## config.mk

```make
export PLATFORM = sky130hd
export DESIGN_NAME = rsob_fifo
export DESIGN_NICKNAME = d
export VERILOG_FILES = /design/src/design/rgba8_source_over_blend_surface_top_macros.svh /design/src/design/rsob_pkg.sv /design/src/design/rsob_fifo.sv
export SDC_FILE = /design/constraint.sdc
export NUM_CORES = 1
export LEC_CHECK = 0
export BUFFER_PORTS_ARGS = -buffer_cell sky130_fd_sc_hd__buf_2
export CORE_AREA = 2 2 39 41
export DETAILED_ROUTE_END_ITERATION = 8
export DIE_AREA = 0 0 41 43
export GPL_ROUTABILITY_DRIVEN = 0
export PLACE_DENSITY = 0.46
export SETUP_SLACK_MARGIN = 0.2
export SLEW_MARGIN = 20
export SYNTH_ARGS = -nofsm -noshare
export SYNTH_HDL_FRONTEND = slang
export SYNTH_SLANG_ARGS = --single-unit
```

## constraint.sdc

```tcl
create_clock -name clk_i -period 1.5 [get_ports clk_i]
set_input_delay 0.15 -clock clk_i [delete_from_list [all_inputs] [get_ports clk_i]]
set_output_delay 0.15 -clock clk_i [all_outputs]
set_load 0.005 [all_outputs]
```

## src/design/rgba8_source_over_blend_surface_top_macros.svh

```systemverilog
// Assertion macros for the RGBA8 source-over blend surface.
// Used by the top level only; no other dependencies.
`ifndef RGBA8_SOURCE_OVER_BLEND_SURFACE_TOP_MACROS_SVH
`define RGBA8_SOURCE_OVER_BLEND_SURFACE_TOP_MACROS_SVH
`ifndef SYNTHESIS
`define RSOB_ASSERT_IMPLY(lbl, clk, rstn, ante, cons, msg) \
  lbl: assert property (@(posedge clk) disable iff (!rstn) (ante) |-> (cons)) \
    else $error(msg);
`define RSOB_ASSERT_NEVER(lbl, clk, rstn, cond, msg) \
  lbl: assert property (@(posedge clk) disable iff (!rstn) !(cond)) \
    else $error(msg);
`else
`define RSOB_ASSERT_IMPLY(lbl, clk, rstn, ante, cons, msg)
`define RSOB_ASSERT_NEVER(lbl, clk, rstn, cond, msg)
`endif
`endif

```

## src/design/rsob_pkg.sv

```systemverilog
// Shared types, constants and helpers for the RGBA8 source-over blend surface.
// No dependencies.
package rsob_pkg;

  localparam int unsigned CHAN_W         = 8;
  localparam int unsigned POS_W          = 16;
  localparam int unsigned DIM_W          = 9;
  localparam int unsigned DIM_RESET      = 256;
  localparam int unsigned MAX_WIDTH_DEF  = 256;
  localparam int unsigned MAX_HEIGHT_DEF = 256;
  localparam int unsigned QUEUE_DEPTH    = 2;
  localparam int unsigned APB_AW         = 3;
  localparam int unsigned APB_DW         = 32;
  localparam int unsigned PIX_W          = 4 * CHAN_W;
  localparam logic [CHAN_W-1:0] CHAN_MAX = 8'd255;

  typedef enum logic {
    REQ_BLEND = 1'b0,
    REQ_READ  = 1'b1
  } rsob_req_e;

  typedef enum logic {
    REG_SURF_WIDTH  = 1'b0,
    REG_SURF_HEIGHT = 1'b1
  } rsob_reg_e;

  typedef enum logic [2:0] {
    ST_CLEAR,
    ST_IDLE,
    ST_FETCH,
    ST_MIX,
    ST_NUM,
    ST_DIV,
    ST_WRITE
  } rsob_state_e;

  // Classified request as it travels from front to back.
  typedef struct packed {
    logic              is_read;
    logic              in_surf;
    logic [CHAN_W-1:0] src_red;
    logic [CHAN_W-1:0] src_green;
    logic [CHAN_W-1:0] src_blue;
    logic [15:0]       sa_prod;
  } rsob_item_t;

  typedef struct packed {
    logic              sel;
    logic              enable;
    logic              write;
    logic [APB_AW-1:0] addr;
    logic [APB_DW-1:0] wdata;
  } rsob_apb_req_t;

  // Floor division by 255 for values below 2^24: reciprocal estimate
  // (x * 65793) >> 24 is low by at most one, fixed with one compare.
  function automatic logic [15:0] div255(input logic [23:0] x);
    logic [40:0] est;
    logic [16:0] q0;
    logic [24:0] r;
    est = {x, 16'h0000} + {8'h00, x, 8'h00} + {16'h0000, x} + 41'd0;
    q0  = est[40:24];
    r   = {1'b0, x} - ({q0, 8'h00} - {8'h00, q0});
    if (r >= 25'd255) begin
      q0 = q0 + 17'd1;
    end
    return q0[15:0];
  endfunction

endpackage

```

## src/design/rsob_fifo.sv

```systemverilog
// Small request queue between the front and back of the blend surface.
// Depends on rsob_pkg for the default depth.
module rsob_fifo import rsob_pkg::*; #(
  parameter int unsigned DW    = 1,
  parameter int unsigned DEPTH = QUEUE_DEPTH
) (
  input  logic          clk_i,
  input  logic          rst_ni,
  input  logic          push_i,
  input  logic [DW-1:0] data_i,
  output logic          full_o,
  input  logic          pop_i,
  output logic [DW-1:0] data_o,
  output logic          empty_o
);

  localparam int unsigned PW = (DEPTH > 1) ? $clog2(DEPTH) : 1;
  localparam int unsigned CW = $clog2(DEPTH + 1);
  localparam logic [PW-1:0] LAST = PW'(DEPTH - 1);

  logic [DW-1:0] slot_q [DEPTH];
  logic [PW-1:0] wr_ptr_q, wr_ptr_d, rd_ptr_q, rd_ptr_d;
  logic [CW-1:0] cnt_q, cnt_d;
  logic          do_push, do_pop;

  assign full_o  = (cnt_q == CW'(DEPTH));
  assign empty_o = (cnt_q == '0);
  assign data_o  = slot_q[rd_ptr_q];
  assign do_push = push_i && !full_o;
  assign do_pop  = pop_i && !empty_o;

  always_comb begin
    wr_ptr_d = wr_ptr_q;
    rd_ptr_d = rd_ptr_q;
    cnt_d    = cnt_q;
    if (do_push) begin
      wr_ptr_d = (wr_ptr_q == LAST) ? '0 : wr_ptr_q + PW'(1);
    end
    if (do_pop) begin
      rd_ptr_d = (rd_ptr_q == LAST) ? '0 : rd_ptr_q + PW'(1);
    end
    if (do_push && !do_pop) begin
      cnt_d = cnt_q + CW'(1);
    end else if (!do_push && do_pop) begin
      cnt_d = cnt_q - CW'(1);
    end
  end

  always_ff @(posedge clk_i or negedge rst_ni) begin
    if (!rst_ni) begin
      wr_ptr_q <= '0;
      rd_ptr_q <= '0;
      cnt_q    <= '0;
    end else begin
      wr_ptr_q <= wr_ptr_d;
      rd_ptr_q <= rd_ptr_d;
      cnt_q    <= cnt_d;
    end
  end

  always_ff @(posedge clk_i) begin
    if (do_push) begin
      slot_q[wr_ptr_q] <= data_i;
    end
  end

endmodule

```

==> results.txt <==
Setup TNS -> 0 ps
Die Wd -> 41 µm
first-pass GRT wire length -> 876 µm
Critical Path Start Type -> register
grt total ovfl -> 0
WS Path Type -> reg -> reg
Largest delay share family, worst path -> flip-flops
Reg clk slew, reported paths -> 40 ps
Antenna Cells -> 0
final hold violation count -> 0
crit end category -> register
Layout area overhead -> 59.3%
Rows -> 14
cell mode on critical path -> xor2_1
Mapped Cells -> 22
Clock Path Buffers -> 2
RSZ-0062 raised after global routing -> true
Layout Utilization -> 0.308
maximum clock rate -> 749 MHz
Starting Density -> 0.193
Via density -> 4.00
Worst path max stage delay -> 430 ps
Yosys warnings -> 0
post-DR wirelength/cell -> 10.1 µm
DR vias -> 212
I/O pins -> 8
CP arrival -> 1490 ps
Syn Nets -> 28
share of cells above drive strength 1 -> 0.595
root buf cell -> clkbuf_4
Netlist cell types -> 12
# clock sinks -> 6
DRT Pass-1 Iters -> 4
H-tree depth -> 1
Max VDD drop -> 0.000673 V
antenna violations before repair -> 0
Max-slew headroom -> 0.885
GRT Overall Usage -> 0.0822
Syn Std Cell Area -> 268 µm²
# DRC -> 0
initial DRC count -> 4
worst-path cell chain -> nand2b_4 -> nand2_4 -> inv_2 -> ha_4 -> xor2_1 -> nor2_1 -> xor2_1
PwrDens -> 2030 nW/µm²
Final Setup Violations -> 0
Slew Viols, Final -> 0
syn avg cell area -> 12.2 µm²
fin crit period -> 1330 ps
Die H -> 43 µm
Hold Crit Class -> in -> reg
Layout Nets -> 45
Worst-Margin Slew -> 173 ps
Routed Wire Length -> 535 µm
run status -> complete, no violations
Leakage -> 0.000199 µW
largest net degree at the start of global routing -> 5
worst-path maximum fanout -> 4
vias in the first global route -> 213
CP required -> 1660 ps
register bit total from synthesis -> 6
slowest CP cell -> dfrtp_2
final clock skew -> 0.138 ps
core area -> 1380 µm²
CTS tree -> done
die area -> 1760 µm²
Num CTS Buffers -> 3
worst skew pair latency -> 240 ps
Port Buffers -> 7
Buf+Inv Stages, Crit Path -> 1
period utilization -> 0.890
dpl hpwl -> 351 µm
Final ANT Viol Nets -> 0
maxcap violations -> 0
Seq/Total Area, Yosys -> 0.598
-- layer usage --
| metal | wire length [µm] | global-route usage | vias to the layer above |
|---|---|---|---|
| li1 | - | - | 101 |
| met1 | 199 | 0.0897 | 101 |
| met2 | 279 | 0.113 | 10 |
| met3 | 56 | 0.0628 | 0 |
| met4 | 0 | 0.0400 | 0 |
| met5 | 0 | 0 | - |
-- cell families (layout without fill, tap and decap cells) --
kind of cell	Yosys count	count (layout)	share of synthesized area
AOI/OAI and AO/OA	1	1	0.0187
adders and majority gates	1	1	0.0467
and+or+nand+nor	6	6	0.103
xor gates and xnor gates	5	5	0.164
muxes	1	1	0.0421
buffers and inverters	2	17	0.0280
DFF	6	6	0.598
-- state kept, by name, summed over array words and instances (netlist names) --
register	count
cnt_q	2
slot_q	2
rd_ptr_q	1
wr_ptr_q	1
-- timing repair --
action / CTS / global route
resized for setup: 4 / 2
hold buffers: 1 / 0
pin swaps: 2 / 2
endpoints found under the hold margin: 4 / 0
setup buffers: 3 / 1
setup endpoints to repair: 1 / 1
-- per-stage QoR --
| stage | setup slack [ps] | hold WS (ps) | total power [µW] | cells | area (µm²) |
|---|---|---|---|---|---|
| floorplan | 208 | -146 | 528 | 22 | 285 |
| global placement | 148 | -40.4 | 596 | 45 | 340 |
| detailed placement | 128 | -39.0 | 609 | 45 | 340 |
| CTS | 193 | 94.0 | 840 | 52 | 410 |
| global route | 113 | 97.3 | 933 | 53 | 427 |
| finish | 165 | 104 | 867 | 53 | 427 |
-- power breakdown --
| part | total (µW) | leakage (µW) | switching, µW | internal, µW |
|---|---|---|---|---|
| combinational | 391 | 0.000122 | 153 | 238 |
| clock | 144 | 0.0000138 | 53.7 | 90.2 |
| sequential | 332 | 0.0000632 | 80.1 | 252 |
-- final timing paths --
path / start / to / slack (ps) / cells after the start
worst max-delay path: cnt_q[0]$_DFFE_PN0P_ / cnt_q[1]$_DFFE_PN0P_ / 170 / 7
worst min-delay path: data_i / slot_q[0]$_DFFE_PP_ / 100 / 1
worst max register to register: cnt_q[0]$_DFFE_PN0P_ / cnt_q[1]$_DFFE_PN0P_ / 170 / 7
worst min register to register: rd_ptr_q$_DFFE_PN0P_ / rd_ptr_q$_DFFE_PN0P_ / 480 / 1
max in group asynchronous: rst_ni / cnt_q[1]$_DFFE_PN0P_ / 1120 / 2
min in group asynchronous: rst_ni / rd_ptr_q$_DFFE_PN0P_ / 250 / 2
-- cell type report --
class | instances | area (µm²)
timing repair buffer | 12 | 75.1
sequential | 6 | 163
clock buffer | 3 | 22.5
multi-input combinational | 14 | 139
inverter | 2 | 7.51
tap | 16 | 20.0
fill | 149 | 957
-- synthesized netlist by cell type, drive strengths merged --
cell,number,share of area
nand2b,1,0.023
nand2,1,0.014
and3,1,0.023
ha,1,0.047
nor2,3,0.042
xnor2,3,0.098
inv,2,0.028
dfrtp,4,0.37
xor2,2,0.065
edfxtp,2,0.22
mux2,1,0.042
o21ai,1,0.019
-- cells in the final DEF (no fill, tap or decap) --
cell and count:
dfrtp_1 2, dlygate4sd3_1 1, and3_1 1, edfxtp_1 2, xor2_1 2, inv_1 1, buf_2 7, ha_4 1
nand2b_4 1, dfrtp_2 2, clkbuf_4 3, mux2_2 1, buf_4 4, o21ai_4 1, inv_2 1, nor2_1 3
nand2_4 1, xnor2_1 3
Note: power is estimated with default switching activity, not from simulation.
