`src/design/rgba8_source_over_blend_surface_top_macros.svh`:
```
// Assertion macros for the RGBA8 source-over blend surface.
// Used by the top level only; no other dependencies.
`ifndef RGBA8_SOURCE_OVER_BLEND_SURFACE_TOP_MACROS_SVH
`define RGBA8_SOURCE_OVER_BLEND_SURFACE_TOP_MACROS_SVH
`ifndef SYNTHESIS
`define RSOB_ASSERT_IMPLY(lbl, clk, rstn, ante, cons, msg) \
  lbl: assert property (@(posedge clk) disable iff (!rstn) (ante) |-> (cons)) \
    else $error(msg);
`define RSOB_ASSERT_NEVER(lbl, clk, rstn, cond, msg) \
  lbl: assert property (@(posedge clk) disable iff (!rstn) !(cond)) \
    else $error(msg);
`else
`define RSOB_ASSERT_IMPLY(lbl, clk, rstn, ante, cons, msg)
`define RSOB_ASSERT_NEVER(lbl, clk, rstn, cond, msg)
`endif
`endif

```
`src/design/rsob_pkg.sv`:
```
// Shared types, constants and helpers for the RGBA8 source-over blend surface.
// No dependencies.
package rsob_pkg;

  localparam int unsigned CHAN_W         = 8;
  localparam int unsigned POS_W          = 16;
  localparam int unsigned DIM_W          = 9;
  localparam int unsigned DIM_RESET      = 256;
  localparam int unsigned MAX_WIDTH_DEF  = 256;
  localparam int unsigned MAX_HEIGHT_DEF = 256;
  localparam int unsigned QUEUE_DEPTH    = 2;
  localparam int unsigned APB_AW         = 3;
  localparam int unsigned APB_DW         = 32;
  localparam int unsigned PIX_W          = 4 * CHAN_W;
  localparam logic [CHAN_W-1:0] CHAN_MAX = 8'd255;

  typedef enum logic {
    REQ_BLEND = 1'b0,
    REQ_READ  = 1'b1
  } rsob_req_e;

  typedef enum logic {
    REG_SURF_WIDTH  = 1'b0,
    REG_SURF_HEIGHT = 1'b1
  } rsob_reg_e;

  typedef enum logic [2:0] {
    ST_CLEAR,
    ST_IDLE,
    ST_FETCH,
    ST_MIX,
    ST_NUM,
    ST_DIV,
    ST_WRITE
  } rsob_state_e;

  // Classified request as it travels from front to back.
  typedef struct packed {
    logic              is_read;
    logic              in_surf;
    logic [CHAN_W-1:0] src_red;
    logic [CHAN_W-1:0] src_green;
    logic [CHAN_W-1:0] src_blue;
    logic [15:0]       sa_prod;
  } rsob_item_t;

  typedef struct packed {
    logic              sel;
    logic              enable;
    logic              write;
    logic [APB_AW-1:0] addr;
    logic [APB_DW-1:0] wdata;
  } rsob_apb_req_t;

  // Floor division by 255 for values below 2^24: reciprocal estimate
  // (x * 65793) >> 24 is low by at most one, fixed with one compare.
  function automatic logic [15:0] div255(input logic [23:0] x);
    logic [40:0] est;
    logic [16:0] q0;
    logic [24:0] r;
    est = {x, 16'h0000} + {8'h00, x, 8'h00} + {16'h0000, x} + 41'd0;
    q0  = est[40:24];
    r   = {1'b0, x} - ({q0, 8'h00} - {8'h00, q0});
    if (r >= 25'd255) begin
      q0 = q0 + 17'd1;
    end
    return q0[15:0];
  endfunction

endpackage

```
`src/design/rsob_req_if.sv`:
```
// Request channel: valid/ready handshake with the blend or read payload.
// Depends on rsob_pkg.
interface rsob_req_if import rsob_pkg::*; ();
  logic              valid;
  logic              ready;
  logic              req_type;
  logic [POS_W-1:0]  x_pos;
  logic [POS_W-1:0]  y_pos;
  logic [CHAN_W-1:0] src_red;
  logic [CHAN_W-1:0] src_green;
  logic [CHAN_W-1:0] src_blue;
  logic [CHAN_W-1:0] src_opacity;
  logic [CHAN_W-1:0] coverage;

  modport source (
    output valid, req_type, x_pos, y_pos, src_red, src_green, src_blue,
           src_opacity, coverage,
    input  ready
  );
  modport sink (
    input  valid, req_type, x_pos, y_pos, src_red, src_green, src_blue,
           src_opacity, coverage,
    output ready
  );
endinterface

```
`src/design/rsob_front.sv`:
```
// Front end: surface size registers, request classification and queue push.
// Depends on rsob_pkg and rsob_req_if.
module rsob_front import rsob_pkg::*; #(
  parameter int unsigned MAX_WIDTH  = MAX_WIDTH_DEF,
  parameter int unsigned MAX_HEIGHT = MAX_HEIGHT_DEF,
  localparam int unsigned AW = (MAX_WIDTH * MAX_HEIGHT > 1) ?
                               $clog2(MAX_WIDTH * MAX_HEIGHT) : 1
) (
  input  logic              clk_i,
  input  logic              rst_ni,
  rsob_req_if.sink          req,
  input  rsob_apb_req_t     apb_i,
  output logic [APB_DW-1:0] prdata_o,
  input  logic              clear_busy_i,
  input  logic              q_full_i,
  output logic              q_push_o,
  output logic [AW-1:0]     q_addr_o,
  output rsob_item_t        q_item_o
);

  localparam int unsigned XW = (MAX_WIDTH > 1) ? $clog2(MAX_WIDTH) : 1;
  localparam int unsigned YW = (MAX_HEIGHT > 1) ? $clog2(MAX_HEIGHT) : 1;
  localparam logic [DIM_W-1:0] W_RST =
    DIM_W'((MAX_WIDTH < DIM_RESET) ? MAX_WIDTH : DIM_RESET);
  localparam logic [DIM_W-1:0] H_RST =
    DIM_W'((MAX_HEIGHT < DIM_RESET) ? MAX_HEIGHT : DIM_RESET);

  logic [DIM_W-1:0] width_q, height_q;
  logic [DIM_W-1:0] wr_val, clamp_w, clamp_h;
  logic             wr_en;
  rsob_reg_e        reg_idx;
  logic             in_surf, is_read, keep;
  logic [XW-1:0]    x_idx;
  logic [YW-1:0]    y_idx;

  assign reg_idx = rsob_reg_e'(apb_i.addr[APB_AW-1]);
  assign wr_en   = apb_i.sel && apb_i.enable && apb_i.write;
  assign wr_val  = apb_i.wdata[DIM_W-1:0];
  // Clamp to the built surface size.
  assign clamp_w = (32'(wr_val) > MAX_WIDTH) ? DIM_W'(MAX_WIDTH) : wr_val;
  assign clamp_h = (32'(wr_val) > MAX_HEIGHT) ? DIM_W'(MAX_HEIGHT) : wr_val;

  always_ff @(posedge clk_i or negedge rst_ni) begin
    if (!rst_ni) begin
      width_q  <= W_RST;
      height_q <= H_RST;
    end else if (wr_en) begin
      unique case (reg_idx)
        REG_SURF_WIDTH:  width_q  <= clamp_w;
        REG_SURF_HEIGHT: height_q <= clamp_h;
        default:         width_q  <= width_q;
      endcase
    end
  end

  always_comb begin
    unique case (reg_idx)
      REG_SURF_WIDTH:  prdata_o = APB_DW'(width_q);
      REG_SURF_HEIGHT: prdata_o = APB_DW'(height_q);
      default:         prdata_o = '0;
    endcase
  end

  assign in_surf = (req.x_pos < POS_W'(width_q)) && (req.y_pos < POS_W'(height_q));
  assign is_read = (req.req_type == REQ_READ);
  // Drop blends that land outside or carry no coverage.
  assign keep    = is_read || (in_surf && (req.coverage != '0));

  assign req.ready = !clear_busy_i && !q_full_i;
  assign q_push_o  = req.valid && req.ready && keep;

  assign x_idx    = req.x_pos[XW-1:0];
  assign y_idx    = req.y_pos[YW-1:0];
  assign q_addr_o = AW'(y_idx) * AW'(MAX_WIDTH) + AW'(x_idx);

  always_comb begin
    q_item_o.is_read   = is_read;
    q_item_o.in_surf   = in_surf;
    q_item_o.src_red   = req.src_red;
    q_item_o.src_green = req.src_green;
    q_item_o.src_blue  = req.src_blue;
    q_item_o.sa_prod   = 16'(req.src_opacity) * 16'(req.coverage);
  end

endmodule

```
`src/flat_wrapper.sv`:
```
// flat-port wrapper written by rule: the top's interface ports become plain ports
module rsob_front_flat import rsob_pkg::*;
#(
  parameter int unsigned MAX_WIDTH  = MAX_WIDTH_DEF,
  parameter int unsigned MAX_HEIGHT = MAX_HEIGHT_DEF,
  localparam int unsigned AW = (MAX_WIDTH * MAX_HEIGHT > 1) ?
                               $clog2(MAX_WIDTH * MAX_HEIGHT) : 1
)
  (clk_i, rst_ni, apb_i, prdata_o, clear_busy_i, q_full_i, q_push_o, q_addr_o, q_item_o, req_valid, req_req_type, req_x_pos, req_y_pos, req_src_red, req_src_green, req_src_blue, req_src_opacity, req_coverage, req_ready);
  rsob_req_if req_i ();
  input  logic clk_i;
  input  logic rst_ni;
  input  rsob_apb_req_t apb_i;
  output logic [APB_DW-1:0] prdata_o;
  input  logic clear_busy_i;
  input  logic q_full_i;
  output logic q_push_o;
  output logic [AW-1:0] q_addr_o;
  output rsob_item_t q_item_o;
  input wire logic [$bits(req_i.valid)-1:0] req_valid;
  input wire logic [$bits(req_i.req_type)-1:0] req_req_type;
  input wire logic [$bits(req_i.x_pos)-1:0] req_x_pos;
  input wire logic [$bits(req_i.y_pos)-1:0] req_y_pos;
  input wire logic [$bits(req_i.src_red)-1:0] req_src_red;
  input wire logic [$bits(req_i.src_green)-1:0] req_src_green;
  input wire logic [$bits(req_i.src_blue)-1:0] req_src_blue;
  input wire logic [$bits(req_i.src_opacity)-1:0] req_src_opacity;
  input wire logic [$bits(req_i.coverage)-1:0] req_coverage;
  output wire logic [$bits(req_i.ready)-1:0] req_ready;
  assign req_i.valid = req_valid;
  assign req_i.req_type = req_req_type;
  assign req_i.x_pos = req_x_pos;
  assign req_i.y_pos = req_y_pos;
  assign req_i.src_red = req_src_red;
  assign req_i.src_green = req_src_green;
  assign req_i.src_blue = req_src_blue;
  assign req_i.src_opacity = req_src_opacity;
  assign req_i.coverage = req_coverage;
  assign req_ready = req_i.ready;
  rsob_front #(.MAX_WIDTH(MAX_WIDTH), .MAX_HEIGHT(MAX_HEIGHT)) u_core (.clk_i(clk_i), .rst_ni(rst_ni), .req(req_i), .apb_i(apb_i), .prdata_o(prdata_o), .clear_busy_i(clear_busy_i), .q_full_i(q_full_i), .q_push_o(q_push_o), .q_addr_o(q_addr_o), .q_item_o(q_item_o));
endmodule
```
`config.mk`:
```
export PLATFORM = sky130hd
export DESIGN_NAME = rsob_front_flat
export DESIGN_NICKNAME = d
export VERILOG_FILES = /design/src/design/rgba8_source_over_blend_surface_top_macros.svh /design/src/design/rsob_pkg.sv /design/src/design/rsob_req_if.sv /design/src/design/rsob_front.sv /design/src/flat_wrapper.sv
export SDC_FILE = /design/constraint.sdc
export NUM_CORES = 1
export LEC_CHECK = 0
export ABC_AREA = 1
export BUFFER_PORTS_ARGS = -buffer_cell sky130_fd_sc_hd__buf_2
export CORE_MARGIN = 2
export CORE_UTILIZATION = 47
export CTS_BUF_LIST = sky130_fd_sc_hd__clkbuf_4 sky130_fd_sc_hd__clkbuf_8 sky130_fd_sc_hd__clkbuf_16
export CTS_CLUSTER_SIZE = 12
export DETAILED_ROUTE_END_ITERATION = 8
export PLACE_DENSITY_LB_ADDON = 0.15
export SLEW_MARGIN = 15
export SYNTH_ARGS = -nofsm -noshare
export SYNTH_HDL_FRONTEND = slang
export SYNTH_SLANG_ARGS = --single-unit
```
`constraint.sdc`:
```
create_clock -name clk_i -period 5.5 [get_ports clk_i]
set_input_delay 0.275 -clock clk_i [delete_from_list [all_inputs] [get_ports clk_i]]
set_output_delay 0.275 -clock clk_i [all_outputs]
set_load 0.03 [all_outputs]
```
==> results of run 1 <==
[kinds of logic after synthesis]
kind of cell / Yosys count
other cells: 1
simple gates: 179
buf+inv: 218
xor+xnor: 9
flops: 18
fa+ha+maj: 88
compound gates: 50
[where the power goes]
group | internal, W | total [W] | switching [W] | leakage (nW)
clock network | 0.0000636 | 0.000108 | 0.0000448 | 0.0288
registers | 0.000156 | 0.000168 | 0.0000120 | 0.230
logic | 0.000374 | 0.00111 | 0.000737 | 2.53
[per-layer routing]
layer / track usage (%) / part of all wire (%) / vias to the layer above
li1: - / - / 1706
met1: 25.0 / 41 / 1547
met2: 38.2 / 51 / 105
met3: 1.40 / 6.1 / 16
met4: 5.87 / 1.7 / 0
met5: 0 / 0 / -
[worst register-to-register path, cell delays in order (launching register included)]
cell	delay, ns
dfstp_2	0.53
inv_1	0.06
a21oi_1	0.13
[path summary, 6_finish.rpt]
path / startpoint / cells past startpoint / slack [ns] / to
setup / recovery: req_coverage[7] / 19 / 1.07 / q_item_o[13]
hold / removal: apb_i[0] / 2 / 0.29 / u_core.height_q[0]
setup reg to reg: u_core.height_q[8] / 2 / 4.72 / u_core.height_q[8]
hold reg to reg: u_core.width_q[2] / 2 / 0.49 / u_core.width_q[2]
max in group asynchronous: rst_ni / 2 / 4.70 / u_core.height_q[8]
min in group asynchronous: rst_ni / 2 / 0.47 / u_core.height_q[1]
[placed cells by master, fill, tap and decap left out, drive strengths merged, types with 2 or more instances in the layout]
| master | synthesis | layout |
|---|---|---|
| xnor2 | 4 | 4 |
| dfrtp | 16 | 16 |
| nand3 | 12 | 12 |
| nor2 | 13 | 13 |
| clkbuf | 17 | 4 |
| nand4 | 2 | 2 |
| o21ai | 27 | 27 |
| dfstp | 2 | 2 |
| inv | 133 | 133 |
| or2 | 2 | 2 |
| xor2 | 5 | 5 |
| fa | 36 | 36 |
| conb | 1 | 23 |
| a21oi | 15 | 15 |
| a21o | 2 | 2 |
| o21bai | 2 | 2 |
| nor3b | 2 | 2 |
| buf | 68 | 111 |
| nand2 | 136 | 136 |
| nand3b | 2 | 2 |
| ha | 52 | 52 |
| nor4 | 7 | 7 |
[sequential cells by signal, summed over array words and instances (netlist names)]
name,cells
u_core.width_q,9
u_core.height_q,9
[what timing repair did]
item	CTS	global route
hold endpoints to repair	16	0
gates resized for setup	0	0
hold buffers	1	0
[area by class of cell]
type / instances / area, um2
fill: 877 / 3960
tap: 105 / 131
inverter: 133 / 499
sequential: 18 / 453
multi-input combinational: 349 / 2590
timing repair buffer: 112 / 566
clock buffer: 4 / 55.1
[metrics by stage]
step / hold slack, ns / total power (W) / utilization (%) / cell area [um2]
after floorplan: -0.0206 / 0.00107 / - / 4110
after detailed placement: 0.228 / 0.00129 / 51.2 / 4230
after CTS: 0.289 / 0.00140 / 52.0 / 4290
after global placement: 0.225 / 0.00127 / 51.2 / 4230
final: 0.292 / 0.00139 / 52.0 / 4290
after global routing: 0.303 / 0.00154 / 52.0 / 4290
==> flow_summary.toml, run 1 <==
[synth]
netlist_area_um2 = 4030
muxShareOfSynthArea_pct = 0
ys_types = 37
yosysMostFrequentCell = "nand2_1"
synth_xor_area_share_pct = 1.96
yosys.area.top_type = "fa_1"
synth_area_per_cell_um2 = 7.15
synth_compound_area_share_pct = 7.64
synthArstFlopShare_pct = 100
synth_common_cells = "135 x nand2_1, 133 x inv_1, 65 x buf_4"
seq_area_frac_synth_pct = 11.2
synth_seq_cells = 18
yosysWarnings = 0
postSynthCellCount = 563
synth-main-ff-cell = "dfrtp_1"
synth_top_family_by_area = "adder cells"
ys_top_cells_by_area = "fa_1 18%, ha_1 16%, nand2_1 13%"
synth-simple-area-share_pct = 18.5
synth_edf_count = 0
synthAdderAreaFrac_pct = 34.1
synth_top_area_share_pct = 17.9

[critical_path]
cp.required_ns = 5.22
cp_cell_sequence = "buf_2 > nand2_1 > fa_1 > fa_1 > inv_1 > fa_1 > inv_1 > fa_1 > inv_1 > ha_1 > nand2_1 > inv_1 > a21oi_4 > o21ai_4 > and2_4 > nor2_2 > nand2_1 > nand2_1 > buf_2"
critical_path.max_stage_delay_ns = 0.56
arrival_ns = 4.15
critPathKind = "input pin to output pin"
critPathBufInv = 6
endpoint_kind = "output pin"
start_kind = "input pin"
slowest_stage = "fa_1"
worst-path-max-fanout = 9
crit_family = "adder cells"

[cells_and_area]
fin_nets = 821
diodes = 0
drive_above_1_share_pct = 20.9
syn_to_final_growth_pct = 6.65
fin_cells = 721

[clock_tree]
cts_sinks = 18
cts.htree.levels = 1
clock_path_buffers = 2
postCtsSetupBuffers = 0
tritoncts = "yes"
cts_buffers = 3
clk_latency_ns = 0.25
root_buffer = "clkbuf_8"
path_clk_slew_ns = 0.07

[status]
outcome = "complete, no violations"

[sta]
tns_ns = 0
hold_viol = 0
period_share_pct = 80.5
fin_ws_ns = 1.07
rsz0062_at_grt = "false"
layout_min_cycle_time_ns = 4.43
max_freq_ghz = 0.226
finalSetupViolCount = 0
clock_skew_ns = 0
slew_viol_final = 0

[global_routing]
grt_max_degree = 21
grt_pass1_wl_mm = 14.9
gr-total-overflow = 0
grt_pass1_vias = 3354
grt_antenna_before_repair = 0
track_usage_pct = 20.4

[drt]
drc = 0
finalWirelength_mm = 8.91
dr_total_vias = 3374
wl_per_cell_um = 12.4
firstDrtPassIters = 4
drt_iter0_markers = 118
routed_via_density = 4.68
ant_nets = 0

[placement]
portBuffers = 111
dpl_worst_slack_ns = 1.07
gp_congestion = 0.860
dp_cells = 716
post-dp-hpwl_mm = 7.86

[die]
die_h_um = 96.6
io_pins = 208
fp.dieW_um = 96.6
core_area_um2 = 8260
fp-row-count = 33
dieArea_um2 = 9320
initial_utilization_pct = 48.8

[power_and_ir_drop]
power_leakage_nw = 2.79
power.density_nw_per_um2 = 323
peakVddDrop_mv = 0.396

[flow_run]
cap_violations = 0

[worst_hold_path]
hold_class = "input pin to flip-flop"
Note: power is estimated with default switching activity, not from simulation.
==> inputs of run 2 (changes only) <==
Settings changed: CORE_UTILIZATION 47 to 43.
Clock period 5.5 ns to 3.75 ns, I/O delays scaled along.
==> run 2 against run 1 <==
The run now ends with setup timing left. Largest power group unchanged. Worst hold slack got worse by 0.10 ns. Clock-buffer cell count is the same. Sequential share of layout area shrank 1.5 points. Sequential cell count unchanged. Register-to-register slack worse by 1.8 ns. First-iteration DRC count decreased by 19%. Critical endpoint unchanged. Setup slack got worse by 1.2 ns.
==> flow_summary.toml, run 2 (same netlist as run 1, synthesis figures left out) <==
[status]
outcome = "complete, but fails checks"
violations = "setup timing"

[global_routing]
grt_max_degree = 21
grt_pass1_wl_mm = 15.4
gr-total-overflow = 0
track_usage_pct = 18.6
grt_pass1_vias = 3505
grt_antenna_before_repair = 0

[flow_run]
cap_violations = 0

[placement]
dp_cells = 767
portBuffers = 111
dpl_worst_slack_ns = -0.284
gp_congestion = 0.815
post-dp-hpwl_mm = 8.04

[sta]
finalSetupViolCount = 5
rsz0062_at_grt = "true"
period_share_pct = 103
layout_min_cycle_time_ns = 3.86
max_freq_ghz = 0.259
fin_ws_ns = -0.114
slew_viol_final = 0
whs_ns = 0.188
clock_skew_ns = 0
hold_viol = 0

[power_and_ir_drop]
swShare_pct = 50.2
power_frac_comb_pct = 84.7
p_clk_share_pct = 6.1
intPower_w = 0.00133
power.density_nw_per_um2 = 534
p_switching_w = 0.00135
total_power_w = 0.00268
p_seq_share_pct = 9.3
peakVddDrop_mv = 1.01
power_leakage_nw = 3.07

[critical_path]
r2r-end = "u_core.width_q[8]"
endpoint_kind = "output pin"
reg2reg_depth = 2
cp-startpoint = "req_coverage[7]"
worstSetupEndpoint = "q_item_o[13]"
cp.required_ns = 3.56
critPathKind = "input pin to output pin"
rrSetupSlack_ns = 2.95
arrival_ns = 3.68
start_kind = "input pin"
worst-path-max-fanout = 6
rr_startpoint = "u_core.width_q[8]"

[clock_tree]
cts.htree.levels = 1
clk_latency_ns = 0.26
cts_buffers = 3
tritoncts = "yes"
root_buffer = "clkbuf_8"
clock_path_buffers = 2
cts_sinks = 18
path_clk_slew_ns = 0.08

[drt]
dr_total_vias = 3549
finalWirelength_mm = 9.18
drc = 0
routed_via_density = 4.59
wl_per_cell_um = 11.9
firstDrtPassIters = 4
drt_iter0_markers = 96
ant_nets = 0

[cells_and_area]
fin_cells = 774
regArea_um2 = 453
final_cell_mix = "125 x inv_1, 122 x nand2_1, 89 x buf_2, 50 x buf_4, 46 x ha_1"
fillers = 857
fin_util_pct = 54.8
final_common_cell = "inv_1"
multi_input_area_um2 = 2790
drive_above_1_share_pct = 33.2
reg_top3 = "u_core.height_q x9, u_core.width_q x9"
fin_nets = 868
syn_to_final_growth_pct = 24.5
diodes = 0

[worst_hold_path]
hp-start = "apb_i[0]"
hold_class = "input pin to flip-flop"

[die]
dieArea_um2 = 10200
initial_utilization_pct = 44.0
io_pins = 208
fp-row-count = 35
core_area_um2 = 9150
die_h_um = 101
fp.dieW_um = 101
## run 2: changes by cell type in the layout (fill, tap and decap cells not counted), sizes merged
cell  delta
buf     +47
## run 2: per-stage QoR
stage,setup TNS (ns),cell area [um2]
global placement,-1.44,4690
CTS,-0.615,4950
global route,-1.24,5010
finish,-0.309,5010
detailed placement,-1.67,4690
floorplan,-0.00795,4310
## run 2: final cells by class
class / instances / area share, %
Multi-Input combinational cell: 349 / 55.6
Timing Repair Buffer: 159 / 21.5
Inverter: 133 / 9.96
Sequential cell: 18 / 9.03
Tap cell: 111 / 2.77
Clock buffer: 4 / 1.10
## run 2: what timing repair did
action | in CTS | in global routing
hold endpoints to repair | 16 | 0
cloned | 0 | 0
pin swaps | 19 | 15
hold buffers | 1 | 0
gates resized for setup | 59 | 19
endpoints found under the setup margin | 8 | 8
buffers inserted | 1 | 1
## run 2: power groups by stage
stage	clock (W)	sequential, W	combinational (W)
6_report	0.000163	0.000248	0.00227
5_1_grt	0.000172	0.000252	0.00250
4_1_cts	0.000164	0.000248	0.00220
3_5_place_dp	0	0.000252	0.00203
3_3_place_gp	0	0.000251	0.00200
2_1_floorplan	0	0.000244	0.00149
## run 2: worst min-delay path by stage
| stage | slack, ns | end | cells after the start |
|---|---|---|---|
| 6_report | 0.19 | u_core.height_q[0] | 2 |
| 5_1_grt | 0.19 | u_core.height_q[0] | 2 |
| 4_1_cts | 0.19 | u_core.height_q[0] | 2 |
| 3_5_place_dp | 0.14 | u_core.width_q[3] | 1 |
| 3_3_place_gp | 0.14 | u_core.height_q[3] | 1 |
| 2_1_floorplan | -0.11 | u_core.height_q[0] | 0 |
## run 2: layer usage
metal	global-route usage [%]	wire length, um	up-vias
met5	0	0	-
met3	0.693	386	13
met2	35.0	4760	105
met4	4.11	98	0
li1	-	-	1797
met1	23.5	3930	1634
## run 2: critical path, stage by stage
cell and delay (ns):
buf_6 0.12, nand2_2 0.06, inv_2 0.04, fa_1 0.52, fa_1 0.51, fa_1 0.50, inv_1 0.05, fa_1 0.49
inv_2 0.04, ha_4 0.21, a21o_4 0.20, a21oi_4 0.15, o21ai_4 0.08, and2_4 0.15, o21bai_1 0.16, nand2_2 0.07
buf_6 0.14
